[src/rtl/bocc_pkg.sv]
// ============================================================================
// bocc_pkg: shared types and constants for the occupancy update block
// Fixed-point formats, item structures, mode codes, register indexes and the
// rounding multiply used by the Bayes occupancy update pipeline.
// ============================================================================
`default_nettype none

package bocc_pkg;

    // Probabilities are unsigned fixed point with PROB_FRAC_BITS fraction bits.
    localparam int PROB_FRAC_BITS = 16;
    localparam int PROB_W         = PROB_FRAC_BITS + 1;
    localparam logic [PROB_W-1:0] PROB_ONE  = PROB_W'(1 << PROB_FRAC_BITS);
    localparam logic [PROB_W-1:0] PROB_HALF = PROB_W'(1 << (PROB_FRAC_BITS - 1));

    // Numerator holds two terms, denominator three, each at most one.
    localparam int NUM_W  = PROB_W + 1;
    localparam int DEN_W  = PROB_W + 2;
    // Dividend is (num << F) + den / 2.
    localparam int DIVD_W = NUM_W + PROB_FRAC_BITS;
    // The rounded quotient never exceeds one, so it fits in PROB_W bits.
    localparam int QUO_W  = PROB_W;
    localparam int DIV_LAT = QUO_W;

    // Blend products and their rounded sum.
    localparam int PROD_W  = 2 * PROB_W;
    localparam int BSUM_W  = PROD_W + 1;
    localparam int BRES_W  = BSUM_W - PROB_FRAC_BITS;

    // Configuration register indexes.
    localparam int CFG_IDX_W = 3;
    localparam logic [CFG_IDX_W-1:0] CFG_HIT_IF_OCCUPIED = 3'd0;
    localparam logic [CFG_IDX_W-1:0] CFG_HIT_IF_FREE     = 3'd1;
    localparam logic [CFG_IDX_W-1:0] CFG_HIT_IF_HIDDEN   = 3'd2;
    localparam logic [CFG_IDX_W-1:0] CFG_CLAMP_LOW       = 3'd3;
    localparam logic [CFG_IDX_W-1:0] CFG_CLAMP_HIGH      = 3'd4;

    // Register reset values.
    localparam logic [PROB_W-1:0] RST_HIT_IF_OCCUPIED = 17'd45875;
    localparam logic [PROB_W-1:0] RST_HIT_IF_FREE     = 17'd26214;
    localparam logic [PROB_W-1:0] RST_HIT_IF_HIDDEN   = 17'd32768;
    localparam logic [PROB_W-1:0] RST_CLAMP_LOW       = 17'd7864;
    localparam logic [PROB_W-1:0] RST_CLAMP_HIGH      = 17'd63570;

    // Update modes, chosen by the measured factor.
    localparam logic [1:0] MODE_MISS  = 2'd0;
    localparam logic [1:0] MODE_HIT   = 2'd1;
    localparam logic [1:0] MODE_BLEND = 2'd2;

    typedef struct packed {
        logic [PROB_W-1:0] prior_occupancy;
        logic [PROB_W-1:0] visibility;
        logic [PROB_W-1:0] measured_factor;
    } in_item_t;

    typedef struct packed {
        logic [PROB_W-1:0] posterior_occupancy;
        logic              zero_denominator;
    } out_item_t;

    // Per-item control carried alongside the arithmetic.
    typedef struct packed {
        logic              vld;
        logic [1:0]        mode;
        logic [PROB_W-1:0] factor;
        logic [PROB_W-1:0] prior;
        logic              zero;
    } side_t;

    function automatic logic [PROB_W-1:0] sat_one(input logic [PROB_W-1:0] x);
        return (x > PROB_ONE) ? PROB_ONE : x;
    endfunction

    // Product of two fractions, rounded half up to PROB_FRAC_BITS bits.
    function automatic logic [PROB_W-1:0] fmul(input logic [PROB_W-1:0] a,
                                               input logic [PROB_W-1:0] b);
        logic [PROD_W-1:0] prod;
        prod = PROD_W'(a) * PROD_W'(b) + PROD_W'(PROB_HALF);
        return prod[PROB_FRAC_BITS +: PROB_W];
    endfunction

endpackage

`default_nettype wire

[src/rtl/bocc_div_pipe.sv]
// ============================================================================
// bocc_div_pipe: pipelined restoring divider
// Produces one quotient bit per stage; a new division may enter on every
// enabled cycle, and all stages advance together on the enable.
// ============================================================================
`default_nettype none

module bocc_div_pipe (
    input  wire logic                        aclk,
    input  wire logic                        en,
    input  wire logic [bocc_pkg::DIVD_W-1:0] dividend,
    input  wire logic [bocc_pkg::DEN_W-1:0]  divisor,
    output logic      [bocc_pkg::QUO_W-1:0]  quotient
);

    localparam int QW = bocc_pkg::QUO_W;
    localparam int RW = bocc_pkg::DEN_W;
    localparam int DW = bocc_pkg::DIVD_W;

    logic [RW-1:0] rem_reg [0:QW-2];
    logic [QW-1:0] low_reg [0:QW-2];
    logic [RW-1:0] den_reg [0:QW-2];
    logic [QW-1:0] quo_reg [0:QW-1];

    logic [RW-1:0] rem_next [0:QW-1];
    logic [QW-1:0] low_next [0:QW-1];
    logic [RW-1:0] den_next [0:QW-1];
    logic [QW-1:0] quo_next [0:QW-1];

    // The quotient is known to fit in QW bits, so the top part of the
    // dividend is already below the divisor and seeds the remainder.
    always_comb begin
        logic [RW-1:0] rin;
        logic [QW-1:0] lin;
        logic [RW-1:0] din;
        logic [QW-1:0] qin;
        logic [RW:0]   trial;
        logic          qbit;
        for (int s = 0; s < QW; s++) begin
            if (s == 0) begin
                rin = RW'(dividend[DW-1:QW]);
                lin = dividend[QW-1:0];
                din = divisor;
                qin = '0;
            end else begin
                rin = rem_reg[s-1];
                lin = low_reg[s-1];
                din = den_reg[s-1];
                qin = quo_reg[s-1];
            end
            trial = {rin, lin[QW-1]};
            qbit  = (trial >= {1'b0, din});
            rem_next[s] = qbit ? RW'(trial - {1'b0, din}) : RW'(trial);
            low_next[s] = {lin[QW-2:0], 1'b0};
            den_next[s] = din;
            quo_next[s] = {qin[QW-2:0], qbit};
        end
    end

    always_ff @(posedge aclk) begin
        if (en) begin
            for (int s = 0; s < QW; s++) begin
                quo_reg[s] <= quo_next[s];
                if (s < QW - 1) begin
                    rem_reg[s] <= rem_next[s];
                    low_reg[s] <= low_next[s];
                    den_reg[s] <= den_next[s];
                end
            end
        end
    end

    assign quotient = quo_reg[QW-1];

endmodule

`default_nettype wire

[config.mk]
export PLATFORM = sky130hd
export DESIGN_NAME = bocc_div_pipe
export DESIGN_NICKNAME = d
export VERILOG_FILES = /design/src/rtl/bocc_pkg.sv /design/src/rtl/bocc_div_pipe.sv
export SDC_FILE = /design/constraint.sdc
export NUM_CORES = 1
export LEC_CHECK = 0
export BUFFER_PORTS_ARGS = -buffer_cell sky130_fd_sc_hd__buf_2
export CORE_MARGIN = 2
export CORE_UTILIZATION = 65
export CTS_CLUSTER_DIAMETER = 120
export DETAILED_ROUTE_END_ITERATION = 10
export HOLD_SLACK_MARGIN = 0.15
export PLACE_DENSITY_LB_ADDON = 0.3
export REMOVE_ABC_BUFFERS = 1
export SLEW_MARGIN = 20
export SYNTH_ARGS = -nofsm -noshare
export SYNTH_HDL_FRONTEND = slang
export SYNTH_SLANG_ARGS = --single-unit
[constraint.sdc]
create_clock -name aclk -period 9.31 [get_ports aclk]
set_input_delay 2.793 -clock aclk [delete_from_list [all_inputs] [get_ports aclk]]
set_output_delay 2.793 -clock aclk [all_outputs]
set_load 0.01 [all_outputs]
==> impl_metrics.tcl <==
set metrics [dict create \
    synthArstFlopShare 0 \
    startpoint_type "input port" \
    yosysWarningCount 0 \
    power_density_nw_per_um2 327 \
    status "completed" \
    min_to "low_reg[1][15]" \
    post-place-ws_ps 3370 \
    fp-row-count 97 \
    finClkSkew_ps 39.7 \
    clk_transition_reported_paths_ps 70 \
    gp_congestion 0.950 \
    postSynthAreaPerCell_um2 12.6 \
    ys_ff_latch 897 \
    r2r_cells 10 \
    crit_type "input port to flip-flop" \
    antenna_found_initial 0 \
    gr-total-overflow 0 \
    cts_tree "built" \
    cp_max_fo 26 \
    postCtsSetupBuffers 0 \
    max_freq_mhz 188 \
    port_buffers 71 \
    fin_tns_setup_ps 0 \
    fin_crit_sh 0.570 \
    highest_layer "met4" \
    power.share.clock 0.218 \
    min_path_type "flip-flop to flip-flop" \
    met2_length_um 48200 \
    ys_seq_area_frac 0.589 \
    p_switching_w 0.00565 \
    start_util 0.655 \
    diodes 0 \
    ios 72 \
    cts_buffers 92 \
    hold_depth 0 \
    hold_buffers 0 \
    min_from "low_reg[0][126]" \
    hold_viol 0 \
    synth-edff-count 897 \
    pwr-share-comb 0.406 \
    cap_violations 0 \
    first_iter_violations 1712 \
    fin_nets 4155 \
    root_buffer "clkbuf_16" \
    layout_commonest_cell "edfxtp_1" \
    synth-main-ff-cell "edfxtp_1" \
    critical_path_arrival_ps 5710 \
    r2r_start "rem_reg[1][20]" \
    dieWidth_um 269 \
    p_seq_frac 0.376 \
    fill_cells 4503 \
    p_int_w 0.0108 \
    ant_nets 0 \
    slew_viol_final 0 \
    cts.sinks 897 \
    routedWlPerCell_um 18.2 \
    finalWirelength_um 86900 \
    rsz0062_at_grt "false" \
    rrSetupSlack_ps 5130 \
    max-clock-path-buffers 3 \
    syn_to_final_growth_pct 9.90 \
    synth_area_um2 45700 \
    grt_max_degree 197 \
    critPathRequiredTime_ps 9710 \
    synth_cell_types 82 \
    cts_max_level 3 \
    dp_hpwl_um 60300 \
    fin_crit_ps 5310 \
    end_kind "flip-flop" \
    syn_inst 3629 \
    drc 0 \
    insertion_delay_ps 670 \
    num_vias 28000 \
    grt_pass1_wl_um 140000 \
    drive_gt1_frac 0.101 \
    setup_slack_ps 4000 \
    wl_met1_um 29400 \
    setup-violations-final 0 \
    viasPerCell 5.86 \
    p_leak_nw 20.3 \
    wl_met3_um 2960 \
    slew_headroom 0.323 \
    ir_drop_uv 186 \
    dr.pass1.iters 8 \
    p_sw_frac 0.344 \
    dieArea_um2 72500 \
    die_h_um 269 \
    rr_endpoint "rem_reg[1][55]" \
    hold_ws_ps 411 \
    gr-usage-all-layers 0.240 \
    grt_pass1_vias 29200 \
    core_um2 69800 \
    tightest_slew_ps 1020 \
    final_cell_mix "897 x edfxtp_1, 390 x inv_1, 322 x ha_1" \
    cts_resized 0 \
]
==> how the worst max path moves through the flow <==
stage	start	end	slack (ps)
CTS	divisor[5]	rem_reg[0][12]	4040
global route	divisor[5]	rem_reg[0][12]	3870
detailed placement	divisor[5]	rem_reg[0][12]	3370
finish	dividend[19]	rem_reg[0][12]	4000
global placement	dividend[19]	rem_reg[0][12]	3430
floorplan	divisor[1]	rem_reg[0][13]	3330
==> metrics by stage <==
| stage | instances | total power (W) | utilization | area, µm² |
|---|---|---|---|---|
| floorplan | 3574 | 0.0112 | - | 45500 |
| global placement | 4608 | 0.0125 | 0.677 | 47300 |
| detailed placement | 4608 | 0.0128 | 0.677 | 47300 |
| CTS | 4778 | 0.0165 | 0.720 | 50200 |
| global route | 4778 | 0.0175 | 0.720 | 50200 |
| finish | 4778 | 0.0164 | 0.720 | 50200 |
==> area by class of cell <==
cell class | instances | area, µm² | area share
clock buffer | 112 | 2380 | 0.0473
clock inverter | 58 | 598 | 0.0119
inverter | 393 | 1480 | 0.0294
multi-input combinational | 2284 | 17100 | 0.340
sequential | 897 | 26900 | 0.536
tap | 940 | 1180 | 0.0234
timing repair buffer | 94 | 588 | 0.0117
==> per-layer routing <==
metal  up-vias  global-route usage
met5         -                   0
met4         0               0.169
met3       266              0.0321
met2       680               0.470
met1     13400               0.226
li1      13700                   -
==> logic make-up (layout without fill, tap and decap cells) <==
kind of cell / count (synthesis) / count (layout) / synth area share
XOR/XNOR: 226 / 226 / 0.0433
adder cells (fa/ha/maj): 338 / 338 / 0.0951
flip-flops: 897 / 897 / 0.589
AO/OA/AOI/OAI: 844 / 844 / 0.117
multiplexers: 155 / 155 / 0.0404
buffers and inverters: 448 / 657 / 0.0381
AND/OR/NAND/NOR: 721 / 721 / 0.0772
==> power by group through the flow <==
stage               clock, W  combinational, W  sequential [W]
CTS                  0.00365           0.00663         0.00617
global placement           0           0.00631         0.00620
global route         0.00381           0.00738         0.00627
finish               0.00359           0.00668         0.00618
detailed placement         0           0.00652         0.00624
floorplan                  0           0.00508         0.00608
==> synthesized netlist by cell type (12+ instances only) <==
master / number / area, µm²
mux2_2: 97 / 1090
o31ai_1: 26 / 195
inv_1: 390 / 1460
o211ai_1: 14 / 105
a211oi_1: 23 / 173
and3_1: 27 / 169
xor2_1: 88 / 771
fa_1: 16 / 320
mux2i_1: 19 / 190
xnor2_1: 138 / 1210
a21o_1: 104 / 781
o21a_1: 61 / 458
nor3_1: 57 / 285
a31oi_1: 26 / 163
o21ai_0: 241 / 1210
clkbuf_1: 29 / 109
mux2_4: 34 / 510
nor2b_1: 44 / 275
a21oi_1: 219 / 1100
o21bai_1: 17 / 128
or3_1: 12 / 75.1
nor4_1: 12 / 75.1
nand2_1: 233 / 875
edfxtp_1: 897 / 26900
o31a_1: 17 / 149
buf_2: 18 / 90.1
nand4_1: 32 / 200
ha_1: 322 / 4030
nor2_1: 145 / 544
nand3_1: 56 / 280
nand2b_1: 48 / 300
==> worst max-delay path: stages <==
cell and delay, ps:
buf_2 110, ha_1 360, and2_1 180, o21ai_0 240
a31oi_1 250, a221oi_2 420, o221ai_1 190, a21oi_1 390
o22ai_2 180, buf_4 260, mux2_1 340
Note: power is estimated with default switching activity, not from simulation.
